==> config.mk <==
export PLATFORM = sky130hd
export DESIGN_NAME = cv_controlled_square_lfo_bank_unit
export DESIGN_NICKNAME = d
export VERILOG_FILES = /design/src/rtl/cvlfo_pkg.sv /design/src/rtl/cvlfo_sub_unit.sv /design/src/rtl/cv_controlled_square_lfo_bank_unit.sv
export SDC_FILE = /design/constraint.sdc
export NUM_CORES = 1
export LEC_CHECK = 0
export ABC_AREA = 1
export BUFFER_PORTS_ARGS = -buffer_cell sky130_fd_sc_hd__buf_2
export CAP_MARGIN = 30
export CORE_MARGIN = 4
export CORE_UTILIZATION = 38
export CTS_CLUSTER_DIAMETER = 40
export DETAILED_ROUTE_END_ITERATION = 7
export GPL_TIMING_DRIVEN = 0
export SLEW_MARGIN = 20
export SYNTH_ARGS = -nofsm -noshare
export SYNTH_HDL_FRONTEND = slang
export SYNTH_HIERARCHICAL = 1
export SYNTH_SLANG_ARGS = --single-unit
==> constraint.sdc <==
create_clock -name i_clk -period 5.9 [get_ports i_clk]
set_clock_uncertainty 0.05 [all_clocks]
set_input_delay 1.18 -clock i_clk [delete_from_list [all_inputs] [get_ports i_clk]]
set_output_delay 1.18 -clock i_clk [all_outputs]
set_load 0.05 [all_outputs]
==> src/rtl/cvlfo_pkg.sv <==
// ============================================================================
// cvlfo_pkg: shared types and constants of the control-voltage LFO bank
// Holds the sequencer state type, the register map and the fixed widths and
// reset values of the period and averaging logic.
// ============================================================================
package cvlfo_pkg;

    // Sequencer states.
    typedef enum logic [2:0] {
        S_IDLE,
        S_TICK,
        S_SAMPLE,
        S_DIV,
        S_DONE
    } t_state;

    // Input action codes.
    localparam logic ACT_TICK   = 1'b0;
    localparam logic ACT_SAMPLE = 1'b1;

    // Configuration register map.
    localparam int CFG_IDX_W  = 2;
    localparam int CFG_DATA_W = 16;
    localparam logic [CFG_IDX_W-1:0] CFG_AVG_DEPTH  = 2'd0;
    localparam logic [CFG_IDX_W-1:0] CFG_PERIOD_NUM = 2'd1;
    localparam logic [CFG_IDX_W-1:0] CFG_MIN_CV     = 2'd2;

    // Register widths and reset values.
    localparam int DEPTH_W  = 3;
    localparam int NUM_W    = 16;
    localparam int MIN_CV_W = 10;
    localparam logic [DEPTH_W-1:0]  MAX_DEPTH       = 3'd6;
    localparam logic [NUM_W-1:0]    RESET_NUMERATOR = 16'd12904;
    localparam logic [MIN_CV_W-1:0] RESET_MIN_CV    = 10'd25;

    // Averaging counter and LFO period.
    localparam int LEFT_W   = 7;
    localparam int PERIOD_W = 10;
    localparam logic [PERIOD_W-1:0] PERIOD_MAX   = 10'd1023;
    localparam logic [PERIOD_W-1:0] RESET_PERIOD = 10'd51;

    // First converter channel that drives an LFO.
    localparam int FIRST_LFO_CH = 4;

    // Sequencer step counter and the number of division iterations.
    localparam int STEP_W    = 4;
    localparam int DIV_STEPS = 16;

endpackage

==> src/rtl/cvlfo_sub_unit.sv <==
// ============================================================================
// cvlfo_sub_unit: shared subtractor
// One unsigned subtractor with borrow, used both for the restoring division
// steps and for decrementing the LFO counters one at a time.
// ============================================================================
module cvlfo_sub_unit #(
    parameter int WIDTH = 11
) (
    input  logic [WIDTH-1:0] i_a,
    input  logic [WIDTH-1:0] i_b,
    output logic [WIDTH-1:0] o_diff,
    output logic             o_borrow
);

    logic [WIDTH:0] full_diff;

    // Widen by one bit so that the top bit is the borrow.
    assign full_diff = {1'b0, i_a} - {1'b0, i_b};
    assign o_diff    = full_diff[WIDTH-1:0];
    assign o_borrow  = full_diff[WIDTH];

endmodule

==> src/rtl/cv_controlled_square_lfo_bank_unit.sv <==
// ============================================================================
// cv_controlled_square_lfo_bank_unit: bank of square LFOs with CV-set rates
// Averages converter samples per channel, turns readings on the LFO channels
// into periods with a bit-serial divider and steps the LFO counters on ticks.
// ============================================================================
// On a tick one shared subtractor updates one counter per cycle. A sample is
// averaged or compared first and, when its reading sets a new LFO period, then
// goes through the restoring divider on the same unit. The result is registered:
// the done state loads the output register once the output is free; the next item is
// accepted while the result waits. Synchronous active-low reset clears all
// readings, sums and levels and loads every period and counter with 51.
module cv_controlled_square_lfo_bank_unit #(
    parameter int NUM_CHANNELS = 8,
    parameter int NUM_LFOS     = 4,
    parameter int SAMPLE_BITS  = 10
) (
    input  logic                                i_clk,
    input  logic                                i_rst_n,
    // Input channel.
    input  logic                                i_in_valid,
    output logic                                o_in_stall,
    input  logic                                i_action,
    input  logic [$clog2(NUM_CHANNELS)-1:0]     i_channel,
    input  logic [SAMPLE_BITS-1:0]              i_sample_value,
    // Result channel.
    output logic                                o_out_valid,
    input  logic                                i_out_stall,
    output logic [NUM_LFOS-1:0]                 o_lfo_levels,
    output logic                                o_reading_valid,
    output logic [$clog2(NUM_CHANNELS)-1:0]     o_reading_channel,
    output logic [SAMPLE_BITS-1:0]              o_reading_value,
    // Configuration write channel.
    input  logic                                i_cfg_valid,
    output logic                                o_cfg_ready,
    input  logic [cvlfo_pkg::CFG_IDX_W-1:0]     i_cfg_index,
    input  logic [cvlfo_pkg::CFG_DATA_W-1:0]    i_cfg_data
);

    import cvlfo_pkg::*;

    localparam int CH_W      = $clog2(NUM_CHANNELS);
    localparam int LFO_IDX_W = (NUM_LFOS > 1) ? $clog2(NUM_LFOS) : 1;
    localparam int CV_W      = (SAMPLE_BITS > MIN_CV_W) ? SAMPLE_BITS : MIN_CV_W;
    localparam int SUM_W     = SAMPLE_BITS + int'(MAX_DEPTH);
    localparam int SUB_W     = CV_W + 1;

    // Sequencer.
    t_state r_state, n_state;
    logic [STEP_W-1:0] r_step, n_step;

    // Item being worked on.
    logic [CH_W-1:0]        r_ch, n_ch;
    logic [SAMPLE_BITS-1:0] r_sample, n_sample;
    logic                   r_rd_valid, n_rd_valid;
    logic [SAMPLE_BITS-1:0] r_rd_val, n_rd_val;

    // Divider registers.
    logic [LFO_IDX_W-1:0] r_lfo_sel, n_lfo_sel;
    logic [CV_W-1:0]      r_rem, n_rem;
    logic [CV_W-1:0]      r_divisor, n_divisor;
    logic [NUM_W-1:0]     r_div_num, n_div_num;
    logic [NUM_W-1:0]     r_quot, n_quot;

    // Configuration registers.
    logic [DEPTH_W-1:0]  r_depth, n_depth;
    logic [NUM_W-1:0]    r_num, n_num;
    logic [MIN_CV_W-1:0] r_min_cv, n_min_cv;

    // Channel and LFO state.
    logic [SAMPLE_BITS-1:0] r_readings [NUM_CHANNELS];
    logic [SAMPLE_BITS-1:0] n_readings [NUM_CHANNELS];
    logic [SUM_W-1:0]       r_sums     [NUM_CHANNELS];
    logic [SUM_W-1:0]       n_sums     [NUM_CHANNELS];
    logic [LEFT_W-1:0]      r_left     [NUM_CHANNELS];
    logic [LEFT_W-1:0]      n_left     [NUM_CHANNELS];
    logic [PERIOD_W-1:0]    r_periods  [NUM_LFOS];
    logic [PERIOD_W-1:0]    n_periods  [NUM_LFOS];
    logic [PERIOD_W-1:0]    r_cnt      [NUM_LFOS];
    logic [PERIOD_W-1:0]    n_cnt      [NUM_LFOS];
    logic [NUM_LFOS-1:0]    r_lfo_out, n_lfo_out;

    // Output register.
    logic                   r_out_valid, n_out_valid;
    logic [NUM_LFOS-1:0]    r_out_levels, n_out_levels;
    logic                   r_out_rd_valid, n_out_rd_valid;
    logic [CH_W-1:0]        r_out_ch, n_out_ch;
    logic [SAMPLE_BITS-1:0] r_out_val, n_out_val;

    // Shared subtractor.
    logic [SUB_W-1:0] sub_a, sub_b, sub_diff;
    logic             sub_borrow;

    // Status towards the sequencer and handshake strobes.
    logic in_accept, out_free, out_load, tick_last, div_last, samp_div;

    // Work signals.
    logic [LFO_IDX_W-1:0]   tick_idx;
    logic [PERIOD_W-1:0]    cnt_cur;
    logic [DEPTH_W-1:0]     depth_used, cfg_depth;
    logic [SUM_W-1:0]       sum_new, sum_shift;
    logic                   ch_ok, is_lfo, upd;
    logic [SAMPLE_BITS-1:0] new_val;
    logic [MIN_CV_W-1:0]    floor_cv;
    logic [CV_W-1:0]        cv_val, cv_floor;
    logic [NUM_W-1:0]       quot_next;
    logic [PERIOD_W-1:0]    period_sat;

    cvlfo_sub_unit #(
        .WIDTH (SUB_W)
    ) u_sub (
        .i_a      (sub_a),
        .i_b      (sub_b),
        .o_diff   (sub_diff),
        .o_borrow (sub_borrow)
    );

    // Handshake strobes and status.
    assign in_accept = (r_state == S_IDLE) && i_in_valid;
    assign out_free  = !r_out_valid || !i_out_stall;
    assign tick_last = (r_step == STEP_W'(NUM_LFOS - 1));
    assign div_last  = (r_step == STEP_W'(DIV_STEPS - 1));
    assign tick_idx  = r_step[LFO_IDX_W-1:0];
    assign cnt_cur   = r_cnt[tick_idx];

    // Operand selection for the shared subtractor.
    always_comb begin
        case (r_state)
            S_TICK: begin
                sub_a = SUB_W'(cnt_cur);
                sub_b = SUB_W'(cnt_cur != '0);
            end
            default: begin
                sub_a = {r_rem, r_div_num[NUM_W-1]};
                sub_b = {1'b0, r_divisor};
            end
        endcase
    end

    // Sample evaluation terms.
    always_comb begin
        depth_used = (r_depth > MAX_DEPTH) ? MAX_DEPTH : r_depth;
        ch_ok      = (32'(r_ch) < NUM_CHANNELS);
        is_lfo     = (32'(r_ch) >= FIRST_LFO_CH) &&
                     (32'(r_ch) - FIRST_LFO_CH < NUM_LFOS);
        sum_new    = r_sums[r_ch] + SUM_W'(r_sample);
        sum_shift  = sum_new >> depth_used;
        upd        = 1'b0;
        new_val    = r_readings[r_ch];
        if (ch_ok) begin
            if (depth_used == '0) begin
                upd     = (r_readings[r_ch] != r_sample);
                new_val = r_sample;
            end else if (r_left[r_ch] <= LEFT_W'(1)) begin
                upd     = 1'b1;
                new_val = sum_shift[SAMPLE_BITS-1:0];
            end
        end
        samp_div = upd && is_lfo;
        floor_cv = (r_min_cv == '0) ? MIN_CV_W'(1) : r_min_cv;
        cv_val   = CV_W'(new_val);
        cv_floor = CV_W'(floor_cv);
        if (cv_val < cv_floor) begin
            cv_val = cv_floor;
        end
    end

    // Quotient after this division step and the clamped period.
    always_comb begin
        quot_next = {r_quot[NUM_W-2:0], !sub_borrow};
        if (quot_next > NUM_W'(PERIOD_MAX)) begin
            period_sat = PERIOD_MAX;
        end else if (quot_next == '0) begin
            period_sat = PERIOD_W'(1);
        end else begin
            period_sat = quot_next[PERIOD_W-1:0];
        end
        cfg_depth = (i_cfg_data[DEPTH_W-1:0] > MAX_DEPTH) ?
                    MAX_DEPTH : i_cfg_data[DEPTH_W-1:0];
    end

    // Next state of the sequencer.
    always_comb begin
        n_state = r_state;
        case (r_state)
            S_IDLE: begin
                if (i_in_valid) begin
                    n_state = (i_action == ACT_TICK) ? S_TICK : S_SAMPLE;
                end
            end
            S_TICK: begin
                if (tick_last) begin
                    n_state = S_DONE;
                end
            end
            S_SAMPLE: begin
                n_state = samp_div ? S_DIV : S_DONE;
            end
            S_DIV: begin
                if (div_last) begin
                    n_state = S_DONE;
                end
            end
            S_DONE: begin
                if (out_free) begin
                    n_state = S_IDLE;
                end
            end
            default: begin
                n_state = S_IDLE;
            end
        endcase
    end

    // Sequencer outputs.
    always_comb begin
        o_in_stall = (r_state != S_IDLE);
        out_load   = (r_state == S_DONE) && out_free;
    end

    // Datapath next values.
    always_comb begin
        n_step     = r_step;
        n_ch       = r_ch;
        n_sample   = r_sample;
        n_rd_valid = r_rd_valid;
        n_rd_val   = r_rd_val;
        n_lfo_sel  = r_lfo_sel;
        n_rem      = r_rem;
        n_divisor  = r_divisor;
        n_div_num  = r_div_num;
        n_quot     = r_quot;
        n_depth    = r_depth;
        n_num      = r_num;
        n_min_cv   = r_min_cv;
        n_readings = r_readings;
        n_sums     = r_sums;
        n_left     = r_left;
        n_periods  = r_periods;
        n_cnt      = r_cnt;
        n_lfo_out  = r_lfo_out;

        case (r_state)
            // Capture a new transaction.
            S_IDLE: begin
                if (in_accept) begin
                    n_ch       = i_channel;
                    n_sample   = i_sample_value;
                    n_step     = '0;
                    n_rd_valid = 1'b0;
                    n_rd_val   = '0;
                end
            end
            // One LFO counter per cycle through the shared subtractor.
            S_TICK: begin
                n_step = r_step + STEP_W'(1);
                if (sub_diff[PERIOD_W-1:0] == '0) begin
                    n_lfo_out[tick_idx] = !r_lfo_out[tick_idx];
                    n_cnt[tick_idx]     = r_periods[tick_idx];
                end else begin
                    n_cnt[tick_idx] = sub_diff[PERIOD_W-1:0];
                end
            end
            // Averaging or change detection, then set up the divider.
            S_SAMPLE: begin
                if (ch_ok && depth_used != '0) begin
                    if (r_left[r_ch] > LEFT_W'(1)) begin
                        n_sums[r_ch] = sum_new;
                        n_left[r_ch] = r_left[r_ch] - LEFT_W'(1);
                    end else begin
                        n_sums[r_ch] = '0;
                        n_left[r_ch] = LEFT_W'(1) << depth_used;
                    end
                end
                if (upd) begin
                    n_readings[r_ch] = new_val;
                    n_rd_valid       = 1'b1;
                    n_rd_val         = new_val;
                end
                n_step    = '0;
                n_lfo_sel = LFO_IDX_W'(32'(r_ch) - FIRST_LFO_CH);
                n_rem     = '0;
                n_divisor = cv_val;
                n_div_num = r_num;
                n_quot    = '0;
            end
            // One restoring division step per cycle.
            S_DIV: begin
                n_step    = r_step + STEP_W'(1);
                n_div_num = {r_div_num[NUM_W-2:0], 1'b0};
                n_quot    = quot_next;
                n_rem     = sub_borrow ? sub_a[CV_W-1:0] : sub_diff[CV_W-1:0];
                if (div_last) begin
                    n_periods[r_lfo_sel] = period_sat;
                end
            end
            default: begin
            end
        endcase

        // The user must write configuration only while the block is idle; the block does not enforce it.
        if (i_cfg_valid) begin
            case (i_cfg_index)
                CFG_AVG_DEPTH: begin
                    n_depth = i_cfg_data[DEPTH_W-1:0];
                    for (int c = 0; c < NUM_CHANNELS; c++) begin
                        n_sums[c] = '0;
                        n_left[c] = LEFT_W'(1) << cfg_depth;
                    end
                end
                CFG_PERIOD_NUM: begin
                    n_num = i_cfg_data[NUM_W-1:0];
                end
                CFG_MIN_CV: begin
                    n_min_cv = i_cfg_data[MIN_CV_W-1:0];
                end
                default: begin
                end
            endcase
        end
    end

    // Output register next values.
    always_comb begin
        n_out_valid    = r_out_valid;
        n_out_levels   = r_out_levels;
        n_out_rd_valid = r_out_rd_valid;
        n_out_ch       = r_out_ch;
        n_out_val      = r_out_val;
        if (out_load) begin
            n_out_valid    = 1'b1;
            n_out_levels   = r_lfo_out;
            n_out_rd_valid = r_rd_valid;
            n_out_ch       = r_rd_valid ? r_ch : '0;
            n_out_val      = r_rd_val;
        end else if (r_out_valid && !i_out_stall) begin
            n_out_valid = 1'b0;
        end
    end

    // Control and architectural state, set to its reset values by reset.
    always_ff @(posedge i_clk) begin
        if (!i_rst_n) begin
            r_state     <= S_IDLE;
            r_step      <= '0;
            r_out_valid <= 1'b0;
            r_depth     <= '0;
            r_num       <= RESET_NUMERATOR;
            r_min_cv    <= RESET_MIN_CV;
            r_lfo_out   <= '0;
            for (int c = 0; c < NUM_CHANNELS; c++) begin
                r_readings[c] <= '0;
                r_sums[c]     <= '0;
                r_left[c]     <= LEFT_W'(1);
            end
            for (int l = 0; l < NUM_LFOS; l++) begin
                r_periods[l] <= RESET_PERIOD;
                r_cnt[l]     <= RESET_PERIOD;
            end
        end else begin
            r_state     <= n_state;
            r_step      <= n_step;
            r_out_valid <= n_out_valid;
            r_depth     <= n_depth;
            r_num       <= n_num;
            r_min_cv    <= n_min_cv;
            r_lfo_out   <= n_lfo_out;
            r_readings  <= n_readings;
            r_sums      <= n_sums;
            r_left      <= n_left;
            r_periods   <= n_periods;
            r_cnt       <= n_cnt;
        end
    end

    // Payload registers.
    always_ff @(posedge i_clk) begin
        r_ch           <= n_ch;
        r_sample       <= n_sample;
        r_rd_valid     <= n_rd_valid;
        r_rd_val       <= n_rd_val;
        r_lfo_sel      <= n_lfo_sel;
        r_rem          <= n_rem;
        r_divisor      <= n_divisor;
        r_div_num      <= n_div_num;
        r_quot         <= n_quot;
        r_out_levels   <= n_out_levels;
        r_out_rd_valid <= n_out_rd_valid;
        r_out_ch       <= n_out_ch;
        r_out_val      <= n_out_val;
    end

    // Ports.
    assign o_out_valid       = r_out_valid;
    assign o_lfo_levels      = r_out_levels;
    assign o_reading_valid   = r_out_rd_valid;
    assign o_reading_channel = r_out_ch;
    assign o_reading_value   = r_out_val;
    assign o_cfg_ready       = 1'b1;

    // The block is busy in the cycle after it accepts a transaction.
    a_busy_after_accept: assert property (@(posedge i_clk) disable iff (!i_rst_n)
        (i_in_valid && !o_in_stall) |=> o_in_stall)
        else $error("input accepted on two consecutive cycles");

    // A result without a reading carries zero channel and value.
    a_no_reading_zero: assert property (@(posedge i_clk) disable iff (!i_rst_n)
        (o_out_valid && !o_reading_valid) |->
        (o_reading_channel == '0 && o_reading_value == '0))
        else $error("reading fields set without a reading");

    // A reported reading always belongs to an existing channel.
    a_reading_channel_ok: assert property (@(posedge i_clk) disable iff (!i_rst_n)
        (o_out_valid && o_reading_valid) |-> (32'(o_reading_channel) < NUM_CHANNELS))
        else $error("reading reported on a missing channel");

endmodule
==> impl_metrics.prom <==
# TYPE chip_impl_metric gauge
chip_impl_info{name="run_status",value="finished, violations left"} 1
chip_impl_info{name="failed_checks",value="design-rule violations"} 1
chip_impl_metric{name="timing.final.max_slew_violations",unit=""} 0
chip_impl_metric{name="route.antenna.remaining_nets",unit=""} 0
chip_impl_metric{name="io_pins",unit=""} 58
chip_impl_metric{name="routed-via-count",unit=""} 25386
chip_impl_metric{name="timing.critical_path.arrival",unit="ns"} 5.90
chip_impl_metric{name="design_power_total",unit="mW"} 14.3
chip_impl_metric{name="initialDrtViolationCount",unit=""} 3043
chip_impl_metric{name="wirelength",unit="mm"} 95.1
chip_impl_metric{name="worst_skew_pair.late_latency",unit="ns"} 0.65
chip_impl_metric{name="min_tclk_post_route",unit="ns"} 5.58
chip_impl_metric{name="post_synth_inst_count",unit=""} 3508
chip_impl_info{name="worstSetupPathType",value="flip-flop to flip-flop"} 1
chip_impl_info{name="cts_root_buffer",value="sky130_fd_sc_hd__clkbuf_16"} 1
chip_impl_metric{name="first_pass_iters",unit=""} 8
chip_impl_metric{name="vias_per_cell",unit=""} 5.54
chip_impl_metric{name="multi_input_comb_area",unit="um^2"} 12200
chip_impl_metric{name="grt_max_degree",unit=""} 29
chip_impl_metric{name="final-hold-violation-count",unit=""} 0
chip_impl_metric{name="critical_path_required",unit="ns"} 6.22
chip_impl_metric{name="final_layout_net_count",unit=""} 3733
chip_impl_metric{name="cts_buffers",unit=""} 81
chip_impl_metric{name="design.core.area",unit="um^2"} 64800
chip_impl_metric{name="power_leakage",unit="nW"} 12.5
chip_impl_metric{name="globalRoute.totalOverflow",unit=""} 0
chip_impl_metric{name="die_w",unit="um"} 265
chip_impl_info{name="hold_class",value="flip-flop to flip-flop"} 1
chip_impl_metric{name="synth_nets",unit=""} 3583
chip_impl_metric{name="tritoncts_num_sinks",unit=""} 480
chip_impl_info{name="cts_tree",value="done"} 1
chip_impl_info{name="crit_path_start_kind",value="flip-flop"} 1
chip_impl_metric{name="cts.path.max_buffers",unit=""} 3
chip_impl_metric{name="routed_wl_per_cell",unit="um"} 20.8
chip_impl_metric{name="layout-drive-gt1-share",unit=""} 0.104
chip_impl_metric{name="dp.final_hpwl",unit="mm"} 67.8
chip_impl_metric{name="post-route-drc-count",unit=""} 3
chip_impl_info{name="cp_common_cell",value="sky130_fd_sc_hd__nand2_1"} 1
chip_impl_metric{name="path_max_fanout",unit=""} 10
chip_impl_metric{name="die_y",unit="um"} 265
chip_impl_metric{name="placement_rows",unit=""} 93
chip_impl_metric{name="final-seq-area",unit="um^2"} 10600
chip_impl_metric{name="insertedDiodeCount",unit=""} 0
chip_impl_metric{name="synth_warnings",unit=""} 6
chip_impl_info{name="worst_setup_path_end_kind",value="flip-flop"} 1
chip_impl_metric{name="grt_antenna_before_repair",unit=""} 4
chip_impl_metric{name="syn_to_final_growth",unit="%"} 18.7
chip_impl_metric{name="worst_setup_hold_path_clk_slew",unit="ns"} 0.06
chip_impl_metric{name="routabilityCongestion",unit=""} 0.953
chip_impl_metric{name="avgSynthCellArea",unit="um^2"} 7.14
chip_impl_metric{name="worst_path_largest_cell_delay",unit="ns"} 0.41
chip_impl_metric{name="place.port_buffers",unit=""} 54
chip_impl_info{name="worst_path_max_delay_cell",value="sky130_fd_sc_hd__fa_2"} 1
chip_impl_metric{name="worst_ir_drop_vdd",unit="V"} 0.000254
chip_impl_metric{name="fillCellCount",unit=""} 6658
chip_impl_metric{name="grt_pass1_vias",unit=""} 23323
chip_impl_metric{name="hold_slack",unit="ns"} 0.367
chip_impl_metric{name="ratio_of_total_power_to_cell_area",unit="nW/um^2"} 482
chip_impl_metric{name="setup_violations",unit=""} 0
chip_impl_metric{name="htree_levels",unit=""} 3
chip_impl_metric{name="synth.cell_area",unit="um^2"} 25000
chip_impl_metric{name="fmaxAchievable",unit="GHz"} 0.179
chip_impl_metric{name="max_slew.worst_pin.slew",unit="ns"} 0.978
chip_impl_metric{name="timing.final.crit_share",unit=""} 0.946
chip_impl_metric{name="global_route_wire_length_before_repair",unit="mm"} 142
chip_impl_metric{name="fp.dieArea",unit="um^2"} 70100
chip_impl_metric{name="cap_viol_max_count",unit=""} 0
chip_impl_metric{name="slew_hr",unit=""} 0.348
chip_impl_metric{name="floorplan.initialDensity",unit=""} 0.386
chip_impl_metric{name="track_usage",unit=""} 0.261
-- power by group --
part | switching, mW | internal [mW]
registers | 0.285 | 3.91
logic | 3.73 | 1.33
clock network | 1.83 | 3.23
-- worst max-delay path, delay by kind of cell (launching register included) --
family	cells	cell delay, ns
buffers and inverters	6	0.86
flip-flops	1	0.40
AO/OA/AOI/OAI	8	1.47
AND/OR/NAND/NOR	16	1.60
adder cells (fa/ha/maj)	3	0.92
-- per-layer routing --
metal,global-route usage,up-vias,part of all wire
li1,-,12012,-
met1,0.366,11844,0.43
met2,0.394,1270,0.43
met3,0.0507,258,0.097
met4,0.109,2,0.043
met5,0,-,0.00014
-- what timing repair did --
item	4_1_cts	5_1_grt
endpoints found under the hold margin	0	0
gates resized for setup	16	43
buffers inserted	1	9
pin swaps	1	4
hold buffers	0	0
gates cloned	0	0
endpoints found under the setup margin	13	10
-- final cells by class --
type	count	area share
plain buffers	195	0.0351
clock buffers	99	0.0742
clock inverters	52	0.0245
inverters	399	0.0509
multi-input cells	2431	0.410
flip-flops and latches	480	0.355
well taps	855	0.0360
repair buffers	70	0.0141
-- flip-flops by register name, indices dropped and copies added, names as in the netlist, 4 cells and up --
name	flops
r_quot	15
r_lfo_out	4
r_periods	40
o_lfo_levels	4
r_sample	10
r_sums	128
r_rem	10
o_reading_value	10
r_min_cv	10
r_cnt	40
r_readings	80
r_rd_val	10
r_num	16
r_divisor	10
r_step	4
r_div_num	16
r_left	56
-- through the flow --
step	setup slack, ns	cells	setup TNS, ns	utilization	instance area (um^2)
5_1_grt	-0.0132	4581	-0.0175	0.459	29700
3_3_place_gp	-1.43	4417	-19.49	0.407	26400
3_5_place_dp	-1.20	4421	-11.65	0.408	26500
6_report	0.320	4581	0	0.459	29700
4_1_cts	0.00556	4570	0	0.454	29500
2_1_floorplan	1.07	3508	0	-	25000
-- placed cells by master, fill, tap and decap left out, types with 29 or more instances in the layout --
| cell | n |
|---|---|
| sky130_fd_sc_hd__nand3_1 | 181 |
| sky130_fd_sc_hd__nor2_1 | 220 |
| sky130_fd_sc_hd__nor3_1 | 29 |
| sky130_fd_sc_hd__ha_1 | 32 |
| sky130_fd_sc_hd__inv_1 | 360 |
| sky130_fd_sc_hd__edfxtp_1 | 95 |
| sky130_fd_sc_hd__dfxtp_1 | 385 |
| sky130_fd_sc_hd__nand2_1 | 942 |
| sky130_fd_sc_hd__buf_2 | 73 |
| sky130_fd_sc_hd__clkbuf_1 | 137 |
| sky130_fd_sc_hd__a21oi_1 | 393 |
| sky130_fd_sc_hd__clkbuf_16 | 83 |
| sky130_fd_sc_hd__o22ai_1 | 38 |
| sky130_fd_sc_hd__a221oi_1 | 56 |
| sky130_fd_sc_hd__o21ai_0 | 324 |
-- worst paths after layout --
| path | startpoint | endpoint | slack, ns | depth (start not counted) |
|---|---|---|---|---|
| setup / recovery | r_ch[0] | r_divisor[1] | 0.32 | 33 |
| hold reg to reg | r_rd_val[9] | o_reading_value[9] | 0.37 | 0 |
| setup reg to reg | r_ch[0] | r_divisor[1] | 0.32 | 33 |
| hold / removal | r_rd_val[9] | o_reading_value[9] | 0.37 | 0 |
No activity file was read; power rests on OpenSTA's default activity.
